### src/hdl/hcbp_pkg.sv
`default_nettype none
package hcbp_pkg;

   localparam int OP_W        = 2;
   localparam int SYM_W       = 8;
   localparam int CODE_W      = 32;
   localparam int LEN_W       = 6;
   localparam int BYTE_W      = 8;
   localparam int PEND_W      = 7;
   localparam int PCNT_W      = 3;
   localparam int TABLE_DEPTH = 256;

   localparam int MAX_CODE_LEN_DEFAULT = 32;

   typedef enum logic [OP_W-1:0] {
      OP_LOAD   = 2'd0,
      OP_ENCODE = 2'd1,
      OP_FLUSH  = 2'd2
   } op_type;

   // item leaving the table stage toward the packer
   typedef struct packed {
      logic            valid;
      logic [OP_W-1:0] op;
      logic            hit;
   } item_type;

endpackage
`default_nettype wire

### src/hdl/hcbp_rsp_intf.sv
`default_nettype none
interface hcbp_rsp_intf;
   import hcbp_pkg::*;

   logic              valid;
   logic              ready;
   logic [BYTE_W-1:0] out_byte;
   logic              last;
   logic              error;

   modport source (output valid, out_byte, last, error, input ready);
   modport sink   (input valid, out_byte, last, error, output ready);
endinterface
`default_nettype wire

### src/hdl/hcbp_packer.sv
`default_nettype none
module hcbp_packer #(
   parameter int MAX_CODE_LEN = hcbp_pkg::MAX_CODE_LEN_DEFAULT
) (
   input  wire logic                         clock,
   input  wire logic                         reset,
   input  wire hcbp_pkg::item_type           item,
   input  wire logic [MAX_CODE_LEN-1:0]      item_code,
   input  wire logic [hcbp_pkg::LEN_W-1:0]   item_len,
   output logic                              item_take,
   hcbp_rsp_intf.source                      rsp_bus
);
   import hcbp_pkg::*;

   localparam int CW      = MAX_CODE_LEN;
   localparam int WIN     = CW + BYTE_W;
   localparam int TOT_W   = LEN_W + 1;
   localparam int NB_W    = TOT_W - 3;
   localparam int EM_MAX  = ((CW + PEND_W) / BYTE_W > 2) ? (CW + PEND_W) / BYTE_W : 2;
   localparam int EC_W    = $clog2(EM_MAX + 1);

   logic [PEND_W-1:0] pend_ff, pend_in;
   logic [PCNT_W-1:0] pcnt_ff, pcnt_in;
   logic [WIN-1:0]    em_shift_ff, em_shift_in;
   logic [EC_W-1:0]   em_cnt_ff, em_cnt_in;
   logic              em_last_ff, em_last_in;
   logic              em_err_ff, em_err_in;

   logic              em_free;
   logic              emit_op;
   logic              rsp_fire;
   logic [TOT_W-1:0]  total;
   logic [NB_W-1:0]   nbytes;
   logic [WIN-1:0]    comb_win;
   logic [WIN-1:0]    rest_win;
   logic [WIN-1:0]    flush_win;

   assign rsp_fire = rsp_bus.valid && rsp_bus.ready;
   assign em_free  = (em_cnt_ff == '0) || ((em_cnt_ff == EC_W'(1)) && rsp_bus.ready);
   assign emit_op  = (item.op == OP_ENCODE) || (item.op == OP_FLUSH);
   assign item_take = item.valid && (!emit_op || em_free);

   // pending bits sit on top, the new code follows right behind them
   always_comb begin
      comb_win  = {pend_ff, 1'b0, {CW{1'b0}}} | ({item_code, {BYTE_W{1'b0}}} >> pcnt_ff);
      total     = {{(TOT_W-PCNT_W){1'b0}}, pcnt_ff} + {1'b0, item_len};
      nbytes    = total[TOT_W-1:3];
      rest_win  = comb_win << {nbytes, 3'b000};
      flush_win = WIN'({pend_ff, 1'b0, 5'b00000, pcnt_ff}) << (WIN - 2*BYTE_W);
   end

   always_comb begin
      pend_in     = pend_ff;
      pcnt_in     = pcnt_ff;
      em_shift_in = em_shift_ff;
      em_cnt_in   = em_cnt_ff;
      em_last_in  = em_last_ff;
      em_err_in   = em_err_ff;
      if (rsp_fire) begin
         em_shift_in = em_shift_ff << BYTE_W;
         em_cnt_in   = em_cnt_ff - EC_W'(1);
      end
      if (item_take) begin
         unique case (item.op)
            OP_ENCODE: begin
               if (!item.hit) begin
                  em_shift_in = '0;
                  em_cnt_in   = EC_W'(1);
                  em_last_in  = 1'b0;
                  em_err_in   = 1'b1;
               end else begin
                  pend_in     = rest_win[WIN-1 -: PEND_W];
                  pcnt_in     = total[PCNT_W-1:0];
                  em_shift_in = comb_win;
                  em_cnt_in   = EC_W'(nbytes);
                  em_last_in  = 1'b0;
                  em_err_in   = 1'b0;
               end
            end
            OP_FLUSH: begin
               if (pcnt_ff != '0) begin
                  pend_in     = '0;
                  pcnt_in     = '0;
                  em_shift_in = flush_win;
                  em_cnt_in   = EC_W'(2);
                  em_last_in  = 1'b1;
                  em_err_in   = 1'b0;
               end
            end
            default: begin
               // load and unused codes leave the packer alone
            end
         endcase
      end
   end

   always_ff @(posedge clock) begin
      if (reset) begin
         pend_ff   <= '0;
         pcnt_ff   <= '0;
         em_cnt_ff <= '0;
      end else begin
         pend_ff   <= pend_in;
         pcnt_ff   <= pcnt_in;
         em_cnt_ff <= em_cnt_in;
      end
   end

   always_ff @(posedge clock) begin
      em_shift_ff <= em_shift_in;
      em_last_ff  <= em_last_in;
      em_err_ff   <= em_err_in;
   end

   assign rsp_bus.valid    = em_cnt_ff != '0;
   assign rsp_bus.out_byte = em_shift_ff[WIN-1 -: BYTE_W];
   assign rsp_bus.last     = em_last_ff && (em_cnt_ff == EC_W'(1));
   assign rsp_bus.error    = em_err_ff;

endmodule
`default_nettype wire

### src/flat_wrapper.sv
// flat-port wrapper written by rule: the top's interface ports become plain ports
module hcbp_packer_flat import hcbp_pkg::*;
#(
   parameter int MAX_CODE_LEN = hcbp_pkg::MAX_CODE_LEN_DEFAULT
)
  (clock, reset, item, item_code, item_len, item_take, rsp_bus_valid, rsp_bus_out_byte, rsp_bus_last, rsp_bus_error, rsp_bus_ready);
  hcbp_rsp_intf rsp_bus_i ();
  input  wire logic clock;
  input  wire logic reset;
  input  wire hcbp_pkg::item_type item;
  input  wire logic [MAX_CODE_LEN-1:0] item_code;
  input  wire logic [hcbp_pkg::LEN_W-1:0] item_len;
  output logic item_take;
  output wire logic [$bits(rsp_bus_i.valid)-1:0] rsp_bus_valid;
  output wire logic [$bits(rsp_bus_i.out_byte)-1:0] rsp_bus_out_byte;
  output wire logic [$bits(rsp_bus_i.last)-1:0] rsp_bus_last;
  output wire logic [$bits(rsp_bus_i.error)-1:0] rsp_bus_error;
  input wire logic [$bits(rsp_bus_i.ready)-1:0] rsp_bus_ready;
  assign rsp_bus_valid = rsp_bus_i.valid;
  assign rsp_bus_out_byte = rsp_bus_i.out_byte;
  assign rsp_bus_last = rsp_bus_i.last;
  assign rsp_bus_error = rsp_bus_i.error;
  assign rsp_bus_i.ready = rsp_bus_ready;
  hcbp_packer #(.MAX_CODE_LEN(MAX_CODE_LEN)) u_core (.clock(clock), .reset(reset), .item(item), .item_code(item_code), .item_len(item_len), .item_take(item_take), .rsp_bus(rsp_bus_i));
endmodule
### config.mk
export PLATFORM = sky130hd
export DESIGN_NAME = hcbp_packer_flat
export DESIGN_NICKNAME = d
export VERILOG_FILES = /design/src/hdl/hcbp_pkg.sv /design/src/hdl/hcbp_rsp_intf.sv /design/src/hdl/hcbp_packer.sv /design/src/flat_wrapper.sv
export SDC_FILE = /design/constraint.sdc
export NUM_CORES = 1
export LEC_CHECK = 0
export BUFFER_PORTS_ARGS = -buffer_cell sky130_fd_sc_hd__buf_2
export CAP_MARGIN = 25
export CORE_ASPECT_RATIO = 2
export CORE_MARGIN = 2
export CORE_UTILIZATION = 40
export CTS_BUF_LIST = sky130_fd_sc_hd__clkbuf_4 sky130_fd_sc_hd__clkbuf_8 sky130_fd_sc_hd__clkbuf_16
export CTS_CLUSTER_SIZE = 14
export DETAILED_ROUTE_END_ITERATION = 6
export PLACE_DENSITY = 0.64
export SYNTH_ARGS = -nofsm -noshare
export SYNTH_HDL_FRONTEND = slang
export SYNTH_SLANG_ARGS = --single-unit
### constraint.sdc
create_clock -name clock -period 2.5 [get_ports clock]
set_clock_uncertainty 0.05 [all_clocks]
set_input_delay 0.25 -clock clock [delete_from_list [all_inputs] [get_ports clock]]
set_output_delay 0.25 -clock clock [all_outputs]
set_load 0.02 [all_outputs]
; ---- After elaboration in Yosys (flattened, before gate mapping)
; Cells that the tools add are included.
[word_totals]
ff_bits = 55
out_inout_bits = 12
wordCells = 51
[classes]
addsub = 2
n_eq_ne = 5
shifts = 2
n_mux = 21
n_bitwise = 1
n_reduce_logical = 14
[ops]
columns = operator, n
row1 = $mux 40, 4
row2 = $pmux 40 s2, 1
row3 = $or 40x40->40, 1
row4 = $shl 40x7->40, 1
row5 = $shr 40x3->40, 1
row6 = $mux 3, 6
row7 = $mux 7, 2
row8 = $pmux 7 s2, 1
row9 = $pmux 3 s2, 2
row10 = $add 3x6->7, 1
row11 = $reduce_bool 3->1, 2
row12 = $logic_and 1x1->1, 4
row13 = $ne 2x2->1 const B, 2
row14 = $pmux 1 s2, 2
row15 = $reduce_and 4->1, 1
row16 = $eq 3x1->1 const B, 1
row17 = $logic_not 3->1, 1
row18 = $logic_or 1x1->1, 3
row19 = $mux 1, 3
row20 = $reduce_and 3->1, 1
row21 = $sub 3x1->3 const B, 1
row22 = $eq 2x1->1 const B, 1
row23 = $eq 2x2->1 const B, 1
row24 = $reduce_bool 2->1, 1
row25 = $logic_not 1->1, 1

; ---- Logic depth before layout (Yosys ltp)
[logic_depth]
word_depth = 6
mapped_depth = 12

; ---- Least setup slack after synthesis
; Ideal clock, no wire load.
[synth_path]
kind = register to register
startpoint = register u_core.pcnt_ff[1]
endpoint = register u_core.pend_ff[4]
setup_time_ns = 0.135
t_arrival_ns = 2.390
slack_ns = -0.075
stages_incl_launch_ff = 13
period_less_slack_ns = 2.575
cell_sequence = dfxtp_1 buf_6 buf_6 buf_6 inv_1 fa_1 nor2b_1 o21ai_1 xnor2_1 clkbuf_1 nor2_1 a221oi_1 a311oi_1
[synth_via]
elab_chain_cells = 5
elab_cells_between_ends = 9
classes_between = add/sub: 1 / eq/ne: 1 / shift: 2 / mux: 2 / bitwise: 1 / reduce/logical: 2
[synth_rtl]
columns = element, line_no
row1 = from (decl), hcbp_packer.sv:23  ; logic [PCNT_W-1:0] pcnt_ff, pcnt_in;
row2 = from (signal assigned), hcbp_packer.sv:104  ; pcnt_ff <= pcnt_in;
row3 = branches (longest 5 deep; another with $add 3x6->7), -
row4 = to (signal assigned), hcbp_packer.sv:103  ; pend_ff <= pend_in;
row5 = to (decl), hcbp_packer.sv:22  ; logic [PEND_W-1:0] pend_ff, pend_in;
; Several ways; the timed one is not identified. The select of a mux whose other input is x is not followed.
; A chain may end at the register's enable or synchronous reset.

; ---- Worst setup path after layout
[layout_path]
startpoint = register u_core.pcnt_ff[0]
endpoint = register u_core.pend_ff[5]
; Same word-level chain as after synthesis.

==> impl_results.md <==
- Post-synthesis sequential area ratio: 27.1%
- Worst-path maximum fanout: 25
- Data required, critical path: 2.67 ns
- Max Fclk: 415 MHz
- Fin crit share: 96.3%
- PwrDens: 693 mW/mm²
- Post-route cell area: 0.00478 mm²
- CTS H-tree depth: 2
- FFs w/ async S/R, synth: 0%
- Routed len/inst: 19.9 µm
- Initial antenna violation count: 0
- Layout cell share with drive strength beyond 1: 23.6%
- Vias per Instance: 6.06
- Initial Utilization: 41.0%
- Placed inst area: 0.00459 mm²
- Fin. Hold Viols: 0
- Vias in the first global route: 4002
- CTS Buf Count: 5
- Worst Path Class, Setup: register to register
- Min Clock Period, post-route: 2.41 ns
- Clock sink count: 55
- Global Route Usage Sum: 24.9%
- Top cells by area, synth: dfxtp_1 26%, mux2i_1 17%, nand2_1 5.6%
- Detailed Place HPWL: 10.6 mm
- CTS tree: yes
- Max cap viols: 0
- Root Buffer: clkbuf_16
- Largest net degree at the start of global routing: 44
- EDFF count, synth: 2
- Post-CTS Hold Buffers: 0
- Drt pass-1 iters: 7
- Endpoint class of the critical path: register
- Post-Syn Area per Cell: 8.49 µm²
- Routed via count: 4087
- Final ANT Viol Nets: 0
- Grt ovf: 0
- Synth top cells by count: 72 x mux2i_1, 62 x nand2_1, 53 x dfxtp_1
- Count leader, synth: mux2i_1
- HP Start: item[0]
- Core area: 0.0101 mm²
- Status: finished clean
- Syn_nets: 541
- Min-Delay Path Class: input port to register
- P_leak: 0.00182 µW
- Area delta synth->final: 15.7%
- # diodes: 0
- Dpl cells: 666
- Seq cells post-synth: 55
- Rel. slew slack: 53.7%
- Synth Cell Area: 0.00413 mm²
- DRT Wirelength: 13.4 mm
- Synth warn: 0
- Synth cell types: 59
- Reg2Reg Depth: 8
- Final Net Count: 592
- Row count: 52
- Reg-to-reg endpoint: u_core.pend_ff[5]
- Max Slew Vio Count: 0
- Clock slew at reported path FFs: 0.08 ns
- WHS Endpoint: u_core.rsp_bus.error
- PortBufs: 56
- DR iter-0 viols: 215
- Die W: 75.9 µm
- Final setup margin: 0.0921 ns
- R2r setup slk: 0.09 ns
- Worst ir drop on vdd: 0.000324 V
- Die footprint: 0.0112 mm²
- Ports: 57
- Post-route insts no fill: 674
- Die height: 148 µm
- Largest area contributor in the netlist: dfxtp_1
- Slew @ Worst Pin: 0.693 ns
- Pre-CTS setup slack: -0.103 ns
- Crit path DAT: 2.58 ns
- Reg2reg start: u_core.pcnt_ff[0]
- CP startpoint kind: register
- Share of the synthesized area in the top cell type: 25.7%
- Residual DRC: 0
- First-pass GRT wire length: 21.2 mm
- GPL Wtd Cong: 0.965
- Worst hold stages: 2
- Worst-Skew Late Latency: 0.30 ns
- Postcts setup bufs: 0
- Ys flop type: dfxtp_1
- Mapped Cells: 487
- # fillers: 1000
- Final setup viols: 0
- Clk buf depth: 2
-- power by group --
group          switching (µW)  total [µW]  internal, µW
sequential                107        1180          1070
clock                     335         737           401
combinational             825        1400           573
total                    1270        3310          2040
-- how the worst max path moves through the flow --
stage | start | endpoint | slack, ns | depth (start not counted)
after floorplan | u_core.pcnt_ff[1] | u_core.pend_ff[0] | 0.03 | 11
after global placement | item_len[2] | u_core.pend_ff[5] | -0.07 | 8
after detailed placement | item_len[2] | u_core.pend_ff[5] | -0.10 | 8
after CTS | u_core.pcnt_ff[2] | u_core.pend_ff[5] | 0.03 | 7
after global routing | u_core.pcnt_ff[2] | u_core.pend_ff[3] | -0.008 | 8
final | u_core.pcnt_ff[0] | u_core.pend_ff[5] | 0.09 | 8
-- layer usage --
metal	routed length [µm]	track usage, %	vias to the layer above
li1	-	-	1918
met1	4950	28.8	1959
met3	525	2.52	47
met5	0	0	-
met4	836	13.3	0
met2	7070	42.8	163
-- per-stage QoR --
step | hold WS [ns] | utilization (%) | total power [µW] | setup TNS, ns
4_1_cts | 0.223 | 47.1 | 3310 | 0
3_5_place_dp | 0.393 | 45.5 | 2570 | -0.103
6_report | 0.226 | 47.4 | 3310 | 0
5_1_grt | 0.227 | 47.4 | 3500 | -0.0103
3_3_place_gp | 0.389 | 45.5 | 2560 | -0.0742
2_1_floorplan | 0.278 | - | 2200 | 0
-- critical path, cell delays in order, from the launching register on --
cell,delay [ns]
dfxtp_2,0.33
buf_4,0.22
buf_6,0.27
mux2i_1,0.17
nor2_1,0.28
inv_1,0.16
mux2i_2,0.34
a32oi_1,0.22
a221oi_2,0.27
-- kinds of logic after synthesis --
family | after synthesis | synth area share, %
compound gates | 148 | 24.8
simple gates | 128 | 14.4
mux | 86 | 22.1
buf+inv | 56 | 7.69
flops | 55 | 27.1
fa+ha+maj | 9 | 2.91
xor+xnor | 5 | 1.06
-- placed cells by master, fill, tap and decap left out, drive strengths merged, types with 11 or more instances in the layout --
| cell type | synthesis | routed |
|---|---|---|
| inv | 12 | 12 |
| o22ai | 30 | 30 |
| o21ai | 17 | 17 |
| nand2 | 62 | 62 |
| a22oi | 21 | 21 |
| buf | 32 | 88 |
| a21oi | 31 | 31 |
| mux2 | 11 | 11 |
| nor2 | 28 | 28 |
| mux2i | 72 | 72 |
| dfxtp | 53 | 53 |
-- state kept, by name, summed over array words and instances, names as in the netlist --
signal / count
u_core.em_cnt_ff: 3
u_core.em_last_ff: 1
u_core.em_shift_ff: 40
u_core.pcnt_ff: 3
u_core.pend_ff: 7
u_core.rsp_bus.error: 1
-- what timing repair did --
item	CTS	global route
endpoints found under the setup margin	1	6
pin swaps	0	1
gates resized for setup	2	8
-- cell type report --
class                           count  area (µm²)  share of cell area [%]
Timing Repair Buffer               88         562                    11.8
Clock buffer                        6         139                    2.91
Inverter                           12        45.0                   0.942
Sequential cell                    55        1120                    23.5
Multi-Input combinational cell    376        2730                    57.0
Clock inverter                      2        16.3                   0.340
Tap cell                          135         169                    3.53
(Power assumes the default switching activity.)
